`src/tap_pkg.sv`:
```
// Shared constants and types of the track area approach trigger.
package tap_pkg;

   localparam int ID_W        = 7;
   localparam int DIM_BITS    = 12;
   localparam int AREA_W      = 2 * DIM_BITS;
   localparam int TIMEOUT_W   = 8;
   localparam int RATIO_W     = 16;
   localparam int Q_FRAC      = 8;
   localparam int QUEUE_DEPTH = 4;
   localparam int DEF_TRACKS  = 64;
   // Tracked identities are non-negative and run from 0 to 63, so no more entries are ever addressed.
   localparam int ID_SPAN     = 64;
   localparam int CSR_ADDR_W  = 5;
   localparam int CSR_DATA_W  = 32;

   localparam logic KIND_TICK   = 1'b0;
   localparam logic KIND_DETECT = 1'b1;

   localparam logic [TIMEOUT_W-1:0] IDLE_MAX = '1;

   localparam logic [2:0] REG_LOST_TIMEOUT = 3'd0;
   localparam logic [2:0] REG_AREA_FLOOR   = 3'd1;
   localparam logic [2:0] REG_MAX_ASPECT   = 3'd2;
   localparam logic [2:0] REG_APPROACH     = 3'd3;
   localparam logic [2:0] REG_DEPART       = 3'd4;

   localparam logic [TIMEOUT_W-1:0] RST_LOST_TIMEOUT = 8'd5;
   localparam logic [AREA_W-1:0]    RST_AREA_FLOOR   = 24'd1000;
   localparam logic [RATIO_W-1:0]   RST_MAX_ASPECT   = 16'd512;
   localparam logic [RATIO_W-1:0]   RST_APPROACH     = 16'd307;
   localparam logic [RATIO_W-1:0]   RST_DEPART       = 16'd205;

   typedef struct packed {
      logic [TIMEOUT_W-1:0] lost_timeout_s;
      logic [AREA_W-1:0]    area_floor;
      logic [RATIO_W-1:0]   max_aspect_q8;
      logic [RATIO_W-1:0]   approach_ratio_q8;
      logic [RATIO_W-1:0]   depart_ratio_q8;
   } cfg_type;

   typedef struct packed {
      logic                    kind;
      logic signed [ID_W-1:0]  track_id;
      logic [AREA_W-1:0]       area;
      logic                    tracked;
      logic                    eligible;
   } item_type;

endpackage

```
`src/tap_fifo.sv`:
```
// Short queue of classified words between the front and the back end.
module tap_fifo
   import tap_pkg::*;
(
   input  logic     clock,
   input  logic     reset,
   input  logic     push,
   input  item_type push_item,
   input  logic     pop,
   output logic     not_empty,
   output item_type head
);

   localparam int PTR_W = (QUEUE_DEPTH > 1) ? $clog2(QUEUE_DEPTH) : 1;
   localparam int CNT_W = $clog2(QUEUE_DEPTH + 1);

   item_type         slot_ff [QUEUE_DEPTH];
   logic [PTR_W-1:0] wr_ptr_ff, rd_ptr_ff;
   logic [CNT_W-1:0] count_ff;

   function automatic logic [PTR_W-1:0] next_ptr(input logic [PTR_W-1:0] ptr);
      next_ptr = (ptr == PTR_W'(QUEUE_DEPTH - 1)) ? '0 : ptr + PTR_W'(1);
   endfunction

   always_ff @(posedge clock) begin
      if (reset) begin
         wr_ptr_ff <= '0;
         rd_ptr_ff <= '0;
         count_ff  <= '0;
      end else begin
         if (push) begin
            wr_ptr_ff <= next_ptr(wr_ptr_ff);
         end
         if (pop) begin
            rd_ptr_ff <= next_ptr(rd_ptr_ff);
         end
         count_ff <= count_ff + CNT_W'(push) - CNT_W'(pop);
      end
      if (push) begin
         slot_ff[wr_ptr_ff] <= push_item;
      end
   end

   assign not_empty = (count_ff != '0);
   assign head      = slot_ff[rd_ptr_ff];

endmodule

```
`config.mk`:
```
export PLATFORM = sky130hd
export DESIGN_NAME = tap_fifo
export DESIGN_NICKNAME = d
export VERILOG_FILES = /design/src/tap_pkg.sv /design/src/tap_fifo.sv
export SDC_FILE = /design/constraint.sdc
export NUM_CORES = 1
export LEC_CHECK = 0
export BUFFER_PORTS_ARGS = -buffer_cell sky130_fd_sc_hd__buf_2
export CAP_MARGIN = 20
export CELL_PAD_IN_SITES_DETAIL_PLACEMENT = 1
export CELL_PAD_IN_SITES_GLOBAL_PLACEMENT = 1
export CORE_MARGIN = 2
export CORE_UTILIZATION = 30
export CTS_CLUSTER_SIZE = 24
export DETAILED_ROUTE_END_ITERATION = 16
export PLACE_DENSITY = 0.54
export SETUP_SLACK_MARGIN = 0.1
export SYNTH_ARGS = -nofsm -noshare
export SYNTH_HDL_FRONTEND = slang
export SYNTH_SLANG_ARGS = --single-unit
```
`constraint.sdc`:
```
create_clock -name clock -period 2.6 [get_ports clock]
set_clock_uncertainty 0.05 [all_clocks]
set_input_delay 0 -clock clock [delete_from_list [all_inputs] [get_ports clock]]
set_output_delay 0 -clock clock [all_outputs]
set_load 0.1 [all_outputs]
```
==> results.py <==
metrics = {
    "floorplan": {
        "die_h_um": 138.1,
        "die-area_um2": 19080,
        "coreArea_um2": 17780,
        "start_util_pct": 30.35,
        "rows": 49,
        "pin_count": 73,
        "die_width_um": 138.1,
    },
    "sta": {
        "tns_ns": 0,
        "rsz0062_at_grt": "no",
        "tightest_slew_ns": 0.5436,
        "fin_crit_sh_pct": 84.91,
        "drv_slew": 0,
        "hold_viol": 0,
        "period_minus_slack_ns": 2.208,
        "timing.hold.ws_ns": 0.2886,
        "setup_violations": 0,
        "max_freq_mhz": 453.0,
        "relSlewSlack_pct": 63.76,
    },
    "layout": {
        "drive_above_1_share_pct": 40.17,
        "syn2layout_area_growth_pct": 30.79,
        "multi_input_area_um2": 1028,
        "seqCellArea_um2": 4267,
        "num_antenna_cells": 0,
        "fillers": 1707,
        "fin_nets": 395,
    },
    "detailed_routing": {
        "routed_via_density": 4.376,
        "drc": 0,
        "vias": 2582,
        "drtIter0Drc": 146,
        "ant_nets": 0,
        "drtPass1Iterations": 4,
        "wl_per_cell_um": 17.80,
        "wirelength_um": 10500,
    },
    "clock_network": {
        "clkTransAtPathRegs_ns": 0.05,
        "clk_latency_ns": 0.41,
        "cts_buffers": 17,
        "cts.path.max_buffers": 2,
        "clock_sinks": 145,
        "cts_tree": "built",
        "cts_root_buf": "clkbuf_16",
        "h-tree-depth": 4,
        "cts_resized": 0,
    },
    "yosys": {
        "synth_fa_ha_area_share_pct": 1.994,
        "synth_fp_nets": 265,
        "synth_cell_types": 20,
        "yosysWarnings": 0,
        "synth.top_cell.area_share_pct": 75.68,
        "synth_top_family_by_area": "multiplexers",
        "ys_ff_latch": 145,
        "synth.area.top_cells": "edfxtp_1, mux4_2, dfxtp_1, mux4_1, ha_1",
        "yosys.area_share.simple_pct": 1.530,
        "synth_area_um2": 5396,
        "yosysTopAreaCell": "edfxtp_1",
        "synth_compound_gate_area_share_pct": 0.1855,
        "synthMuxAreaShare_pct": 14.84,
        "yosysSeqAreaShare_pct": 79.02,
        "synth_edf_count": 136,
        "synthCells": 219,
        "avgSynthCellArea_um2": 24.64,
        "synth-async-reset-ratio_pct": 0,
        "synth_xor_area_share_pct": 0.4173,
        "synthFlopType": "edfxtp_1",
    },
    "hold_path": {
        "worst_hold_path.num_cells": 2,
        "hp-start": "push_item[33]",
        "holdPathEnd": "slot_ff[0][33]$_DFFE_PP_",
        "hold_path.class": "input port to register",
    },
    "global_route": {
        "grt_start_max_net_pins": 21,
        "grt_first_pass_wirelength_um": 16830,
        "grtUsageTotal_pct": 11.93,
        "grt_pass1_vias": 2957,
        "overflow": 0,
        "antenna_found_initial": 1,
    },
    "setup_path": {
        "crit_required_ns": 2.55,
        "worstPathMaxFanout": 9,
        "rrSetupSlack_ns": 0.80,
        "cp-end-kind": "output port",
        "r2r_start": "wr_ptr_ff[0]$_SDFFE_PP0P_",
        "arrival_ns": 2.16,
        "r2r-end": "wr_ptr_ff[0]$_SDFFE_PP0P_",
        "ff2ff_path_depth": 4,
        "path_class": "register to output port",
        "start_kind": "register",
    },
    "run": {
        "drv_cap": 0,
    },
    "place": {
        "place.gp.congestion": 0.6355,
        "portBuffers": 72,
        "hpwl_um": 6593,
    },
    "power": {
        "power_leakage_nw": 2.459,
        "powerDensity_nw_per_um2": 883.3,
        "vdd_drop_max_mv": 0.4373,
    },
    "outcome": {
        "status": "complete, no violations",
    },
}
## routing by layer
metal	track usage (%)	part of all wire, %
met1	13.77	41
met2	20.43	52
met3	4.191	5.1
met4	4.672	1.5
met5	0	0.095
## cells by family (layout without fill, tap and decap cells)
kind of cell,after synthesis,after routing
buf+inv,13,155
flops,145,145
simple gates,14,14
fa+ha+maj,8,8
mux,36,36
xor+xnor,1,1
compound gates,2,2
## synth_stat cells (3+ instances only)
cell type and instances:
edfxtp_1 136, inv_1 5, mux4_1 4, mux4_2 30
ha_1 7, buf_2 3, dfxtp_1 9, buf_12 3
nor2_1 4, and2_1 4
## what timing repair did
item / CTS / global route
hold buffers: 38 / 0
setup endpoints to repair: 0 / 0
hold endpoints to repair: 145 / 0
buffers inserted: 0 / 0
## placed cells by master (no fill, tap or decap), drive strengths merged, types with 2 or more instances in the layout
master       instances
clkinv               5
mux2i                2
inv                  6
bufinv               4
a21oi                2
nor2                 4
edfxtp             136
or3b                 2
clkbuf              20
ha                   7
and2                 4
dlygate4sd3         38
buf                 81
dfxtp                9
nand2b               2
mux4                34
## per-stage QoR
stage	area [um^2]	cells	power (mW)	setup slack, ns	util [%]
2_1_floorplan	5396	219	3.578	0.7835	-
3_3_place_gp	6078	521	3.761	0.7786	34.19
3_5_place_dp	6078	521	3.781	0.7507	34.19
4_1_cts	7058	590	6.318	0.3031	39.70
5_1_grt	7058	590	6.451	0.2587	39.70
6_report	7058	590	6.235	0.3924	39.70
## worst max path at each step
stage	start	end	slack, ns	cells after the start
floorplan	wr_ptr_ff[0]$_SDFFE_PP0P_	slot_ff[2][0]$_DFFE_PP_	0.78	3
global route	register	head[28]	0.26	3
detailed placement	register	head[29]	0.75	3
CTS	register	head[29]	0.30	3
global placement	register	head[30]	0.78	3
finish	register	head[29]	0.39	3
## cell type report
type                       instances  share of cell area [%]
clock buffer                      20                   6.187
clock inverter                    11                   2.305
inverter                           5                  0.2659
multi-input combinational         61                   14.57
sequential                       145                   60.45
tap                              229                   4.060
timing repair buffer             119                   12.16
## worst max-delay path, stage by stage, from the launching register on
cell	delay, ns
dfxtp_2	0.57
buf_4	0.29
mux4_1	0.58
buf_2	0.31
## power breakdown
| group | leakage [nW] | internal (mW) | switching, mW | total, mW |
|---|---|---|---|---|
| logic | 0.845 | 0.276 | 0.767 | 1.04 |
| clock network | 0.289 | 1.59 | 0.885 | 2.48 |
| registers | 1.32 | 2.67 | 0.0463 | 2.71 |
## registers in the layout (all words and copies together), names as in the netlist, named ones only
signal,flops
count_ff,3
wr_ptr_ff,2
rd_ptr_ff,2
slot_ff,136
Power figures use the tool's default switching activity.
