==> config.mk <==
export PLATFORM = sky130hd
export DESIGN_NAME = tap_front
export DESIGN_NICKNAME = d
export VERILOG_FILES = /design/src/tap_pkg.sv /design/src/tap_front.sv
export SDC_FILE = /design/constraint.sdc
export NUM_CORES = 1
export LEC_CHECK = 0
export BUFFER_PORTS_ARGS = -buffer_cell sky130_fd_sc_hd__buf_2
export CORE_MARGIN = 2
export CORE_UTILIZATION = 55
export CTS_CLUSTER_SIZE = 40
export DETAILED_ROUTE_END_ITERATION = 6
export HOLD_SLACK_MARGIN = 0.03
export PLACE_DENSITY = 0.77
export SETUP_SLACK_MARGIN = 0.4
export SYNTH_ARGS = -nofsm -noshare
export SYNTH_HDL_FRONTEND = slang
export SYNTH_SLANG_ARGS = --single-unit
==> constraint.sdc <==
create_clock -name clock -period 5.3 [get_ports clock]
set_input_delay 0 -clock clock [delete_from_list [all_inputs] [get_ports clock]]
set_output_delay 0 -clock clock [all_outputs]
set_load 0.1 [all_outputs]
==> src/tap_pkg.sv <==
// Shared constants and types of the track area approach trigger.
package tap_pkg;

   localparam int ID_W        = 7;
   localparam int DIM_BITS    = 12;
   localparam int AREA_W      = 2 * DIM_BITS;
   localparam int TIMEOUT_W   = 8;
   localparam int RATIO_W     = 16;
   localparam int Q_FRAC      = 8;
   localparam int QUEUE_DEPTH = 4;
   localparam int DEF_TRACKS  = 64;
   // Tracked identities are non-negative and run from 0 to 63, so no more entries are ever addressed.
   localparam int ID_SPAN     = 64;
   localparam int CSR_ADDR_W  = 5;
   localparam int CSR_DATA_W  = 32;

   localparam logic KIND_TICK   = 1'b0;
   localparam logic KIND_DETECT = 1'b1;

   localparam logic [TIMEOUT_W-1:0] IDLE_MAX = '1;

   localparam logic [2:0] REG_LOST_TIMEOUT = 3'd0;
   localparam logic [2:0] REG_AREA_FLOOR   = 3'd1;
   localparam logic [2:0] REG_MAX_ASPECT   = 3'd2;
   localparam logic [2:0] REG_APPROACH     = 3'd3;
   localparam logic [2:0] REG_DEPART       = 3'd4;

   localparam logic [TIMEOUT_W-1:0] RST_LOST_TIMEOUT = 8'd5;
   localparam logic [AREA_W-1:0]    RST_AREA_FLOOR   = 24'd1000;
   localparam logic [RATIO_W-1:0]   RST_MAX_ASPECT   = 16'd512;
   localparam logic [RATIO_W-1:0]   RST_APPROACH     = 16'd307;
   localparam logic [RATIO_W-1:0]   RST_DEPART       = 16'd205;

   typedef struct packed {
      logic [TIMEOUT_W-1:0] lost_timeout_s;
      logic [AREA_W-1:0]    area_floor;
      logic [RATIO_W-1:0]   max_aspect_q8;
      logic [RATIO_W-1:0]   approach_ratio_q8;
      logic [RATIO_W-1:0]   depart_ratio_q8;
   } cfg_type;

   typedef struct packed {
      logic                    kind;
      logic signed [ID_W-1:0]  track_id;
      logic [AREA_W-1:0]       area;
      logic                    tracked;
      logic                    eligible;
   } item_type;

endpackage

==> src/tap_front.sv <==
// Front end: takes words, computes area and aspect products, classifies them.
module tap_front
   import tap_pkg::*;
#(
   parameter int TRACKS = DEF_TRACKS
) (
   input  logic                   clock,
   input  logic                   reset,
   input  cfg_type                cfg,
   input  logic                   start,
   output logic                   busy,
   input  logic                   req_kind,
   input  logic signed [ID_W-1:0] req_track_id,
   input  logic [DIM_BITS-1:0]    req_box_width,
   input  logic [DIM_BITS-1:0]    req_box_height,
   input  logic                   pop,
   output logic                   push,
   output item_type               push_item
);

   localparam int DEPTH  = (TRACKS < ID_SPAN) ? TRACKS : ID_SPAN;
   localparam int CNT_W  = $clog2(QUEUE_DEPTH + 1);
   localparam int WIDE_W = RATIO_W + DIM_BITS;
   localparam int W256_W = DIM_BITS + Q_FRAC;

   logic                   accept;
   logic [CNT_W-1:0]       credit_ff, credit_in;

   logic                   a_vld_ff;
   logic                   a_kind_ff;
   logic signed [ID_W-1:0] a_id_ff;
   logic [DIM_BITS-1:0]    a_w_ff, a_h_ff;

   logic                   b_vld_ff;
   logic                   b_kind_ff;
   logic signed [ID_W-1:0] b_id_ff;
   logic [AREA_W-1:0]      b_area_ff;
   logic [DIM_BITS-1:0]    b_w_ff;
   logic [WIDE_W-1:0]      b_wide_ff;

   logic [AREA_W-1:0]      area_a;
   logic [WIDE_W-1:0]      wide_a;
   logic [W256_W-1:0]      w_x256;
   logic                   too_wide, too_small, tracked;

   // Every word in the front or the queue holds a credit, so the queue never overflows.
   assign accept    = start && !busy;
   assign busy      = (credit_ff == CNT_W'(QUEUE_DEPTH));
   assign credit_in = credit_ff + CNT_W'(accept) - CNT_W'(pop);

   assign area_a = a_w_ff * a_h_ff;
   assign wide_a = WIDE_W'(cfg.max_aspect_q8) * WIDE_W'(a_h_ff);

   assign w_x256    = {b_w_ff, {Q_FRAC{1'b0}}};
   assign too_wide  = WIDE_W'(w_x256) > b_wide_ff;
   assign too_small = b_area_ff < cfg.area_floor;
   assign tracked   = !b_id_ff[ID_W-1] && ({1'b0, b_id_ff[ID_W-2:0]} < ID_W'(DEPTH));

   always_ff @(posedge clock) begin
      if (reset) begin
         credit_ff <= '0;
         a_vld_ff  <= 1'b0;
         b_vld_ff  <= 1'b0;
      end else begin
         credit_ff <= credit_in;
         a_vld_ff  <= accept;
         b_vld_ff  <= a_vld_ff;
      end
      if (accept) begin
         a_kind_ff <= req_kind;
         a_id_ff   <= req_track_id;
         a_w_ff    <= req_box_width;
         a_h_ff    <= req_box_height;
      end
      b_kind_ff <= a_kind_ff;
      b_id_ff   <= a_id_ff;
      b_area_ff <= area_a;
      b_w_ff    <= a_w_ff;
      b_wide_ff <= wide_a;
   end

   always_comb begin
      push_item.kind     = b_kind_ff;
      push_item.track_id = b_id_ff;
      push_item.area     = b_area_ff;
      push_item.tracked  = tracked;
      push_item.eligible = !too_small && !too_wide;
   end

   assign push = b_vld_ff;

endmodule

==> summary.md <==
| Metric | Value |
|---|---|
| Synth area leader | fa_1 |
| CP endpoint kind | register |
| Max clock buf depth | 2 |
| DIE AREA | 27,400 um2 |
| Min-delay src | pop |
| Slowest cell delay on critical path | 520 ps |
| Largest net degree at the start of global routing | 35 |
| Max_cap viols | 0 |
| First-pass GRT wire length | 58.2 mm |
| Post-synth EDFFs | 32 |
| Detailed-router iteration count before antenna repair | 7 |
| Synthesized instance count | 1,549 |
| Initial Util | 55.5% |
| Worst Reg2Reg Path Length in Cells | 17 |
| CP startpoint kind | register |
| GP Congestion | 0.935 |
| Most area-consuming cells after synthesis | fa_1, ha_1, dfxtp_1, inv_1, edfxtp_1 |
| Reg-to-reg slack, setup | -40 ps |
| XOR/XNOR share of the synthesized area | 2.56% |
| Register area | 2500 um2 |
| Detailed Place HPWL | 25.1 mm |
| FF-to-FF End | b_area_ff[17] |
| Initial DRC count | 946 |
| Final TNS setup | -40.1 ps |
| Status | finished, violations left |
| Crit Path Class | register to register |
| Hold Path Class | input port to register |
| Antenna Nets Post-Route | 0 |
| Commonest non-fill, non-tap cell in the layout | inv_1 |
| Nets | 2,318 |
| Count of input and output buffers | 111 |
| I/O pins | 152 |
| Avg Inst Size Synth | 9.26 um2 |
| Final Skew | 16.2 ps |
| Least-Margin Pin Slew | 1050 ps |
| Unrepaired setup endpoints after global routing | yes |
| Top FF cell, synth | dfxtp_1 |
| Compound-Gate Fraction of Synth Area | 6.37% |
| Simple-gate area share of the yosys netlist | 14.5% |
| Worst slew margin | 29.7% |
| Aggregate routed wire length | 37.7 mm |
| Clock period minus worst slack | 5340 ps |
| Post-synthesis sequential area ratio | 17.4% |
| Routed vias | 11,600 |
| Worst R2R Start | a_h_ff[7] |
| Final hold vios | 0 |
| Unique masters post-synth | 51 |
| Area grow syn2layout | 26.1% |
| Top cell type's share of synthesized area | 33.6% |
| Initial antenna violation count | 0 |
| Crit path max fanout | 5 |
| CP max stage cell | fa_1 |
| Final setup fails | 1 |
| Synthesized flop and latch total | 109 |
| Worst path most repeated cell | fa_1 |
| Mapped Nets | 2,071 |
| Multiplexer share of the synthesized area | 0% |
| Crit-path cells | buf_6, and2_4, fa_1, inv_2, fa_1, inv_2, fa_1, fa_1, inv_2, fa_1, inv_2, ha_4, o41a_1, o311ai_2, and2b_2, nor3_2, or4b_1 |
| Drt drc | 0 |
| Layout cells sized above 1 | 25.7% |
| Global Route Usage Sum | 27.2% |
| Most frequent cells in the layout | inv_1, fa_1, nand2_1 |
| Fill count | 1,755 |
| Failing checks | setup timing |
| Yosys synthesis warning count | 0 |
| Multi-input gate area | 11,100 um2 |
| Average wire per standard cell | 17.7 um |
| Core Area | 25,800 um2 |
| DIE WIDTH | 165 um |
| Mapped cell area | 14,300 um2 |
| Synth Area in Adders | 48.0% |
| Async S/R FF share, synth | 0% |
| Die height | 165 um |
| Final worst-path setup slack | -40.1 ps |
| TritonCTS clock tree | done |
| CTS root buf | clkbuf_16 |
| Num CTS Buffers | 9 |
| WP data arrival | 5590 ps |
| Required time worst endpoint | 5550 ps |
| Number of global-route vias before repair | 12,400 |
| Period utilization | 101% |
| Fmax | 187 MHz |
| Worst setup startpoint | a_h_ff[7] |
| CTS H-tree depth | 3 |
| Worst-skew pair later-pin latency | 380 ps |
| Antenna Diode Count | 0 |
| Sink Count | 109 |
| Gr ovfl total | 0 |
| Worst-path clk slew | 80 ps |
| Min-Delay Path Depth | 4 |
| Main combinational cell family by area after synthesis | adder cells |
| Drt via density | 5.44 |
| Final Max Slew Viols | 0 |
| CP endpoint | b_area_ff[17] |
| # rows | 59 |
layout make-up:
type / count / share of cell area, %
Clock inverter: 7 / 0.505
Timing Repair Buffer: 303 / 13.2
Tap cell: 335 / 2.32
Inverter: 354 / 7.35
Multi-Input combinational cell: 1019 / 61.5
Clock buffer: 9 / 1.25
Sequential cell: 109 / 13.8
metrics by stage:
stage,hold slack [ps],setup slack [ps],util [%],std cells,area [um2]
after floorplan,66.7,84.5,-,1549,14500
after global placement,176,79.8,60.6,1993,15700
after detailed placement,178,-28.0,60.6,1993,15700
after CTS,90.5,202,67.2,2104,17400
after global routing,172,-108,70.0,2136,18100
final,158,-40.1,70.0,2136,18100
worst max-delay path: cells and delay by family (launching register included):
kind                     cells  cell delay [ps]
flip-flops                   1              480
adder cells (fa/ha/maj)      6             2660
buffers and inverters        5              340
AO/OA/AOI/OAI                2              770
AND/OR/NAND/NOR              4              960
state kept, by name, summed over array words and instances, names as in the netlist:
signal	count
b_kind_ff	1
b_w_ff	12
b_wide_ff	28
b_area_ff	24
a_kind_ff	1
a_id_ff	7
a_vld_ff	1
credit_ff	3
a_h_ff	12
b_id_ff	7
push	1
a_w_ff	12
repair_timing:
item | in CTS | in global routing
cloned | 3 | 2
endpoints found under the setup margin | 18 | 23
setup buffers | 58 | 30
endpoints found under the hold margin | 38 | 0
pin swaps | 99 | 90
hold buffers | 34 | 0
resized for setup | 121 | 114
kinds of logic (layout without fill, tap and decap cells):
logic type,Yosys count,after routing
buffers and inverters,421,673
DFF,109,109
AOI/OAI and AO/OA,143,143
and+or+nand+nor,428,428
xor gates and xnor gates,42,42
adders and majority gates,406,406
cells in the mapped netlist (2+ instances only):
master and n:
a221oi_1 2, and4_1 4, nor4_1 3, nor2_1 16, o211ai_1 6, ha_1 165, a41oi_1 2, and4b_1 2
a21o_1 23, xnor2_1 33, nor3_1 3, xor2_1 9, dfxtp_1 77, o21a_1 6, nand3_1 9, o31a_1 3
nand2_1 229, o21ai_1 6, a41o_1 3, o31ai_1 2, o21ai_0 18, a211oi_1 3, nand2b_1 2, clkbuf_1 64
edfxtp_1 32, a31oi_1 7, and3_1 7, inv_1 354, nor2b_1 10, and2_1 129, buf_4 2, fa_1 241
o21bai_1 2, a211o_1 2, a21oi_1 50, nand4_1 6, or4_1 3
per-layer routing:
layer	vias to the layer above	GRT usage, %	part of all wire, %
met4	0	9.40	4.1
met5	-	0	0
met2	507	48.2	51
met3	138	5.69	7.2
li1	5198	-	-
met1	5771	32.8	38
worst min-delay path by stage:
| stage | endpoint | slack (ps) |
|---|---|---|
| after global placement | a_id_ff[6] | 180 |
| after floorplan | credit_ff[1] | 70 |
| after global routing | credit_ff[1] | 170 |
| after CTS | credit_ff[1] | 90 |
| final | credit_ff[1] | 160 |
| after detailed placement | a_kind_ff | 180 |
Power is left out: the tool's default activity adds up to more than one toggle a clock period on the data nets, which glitch-free logic cannot reach.
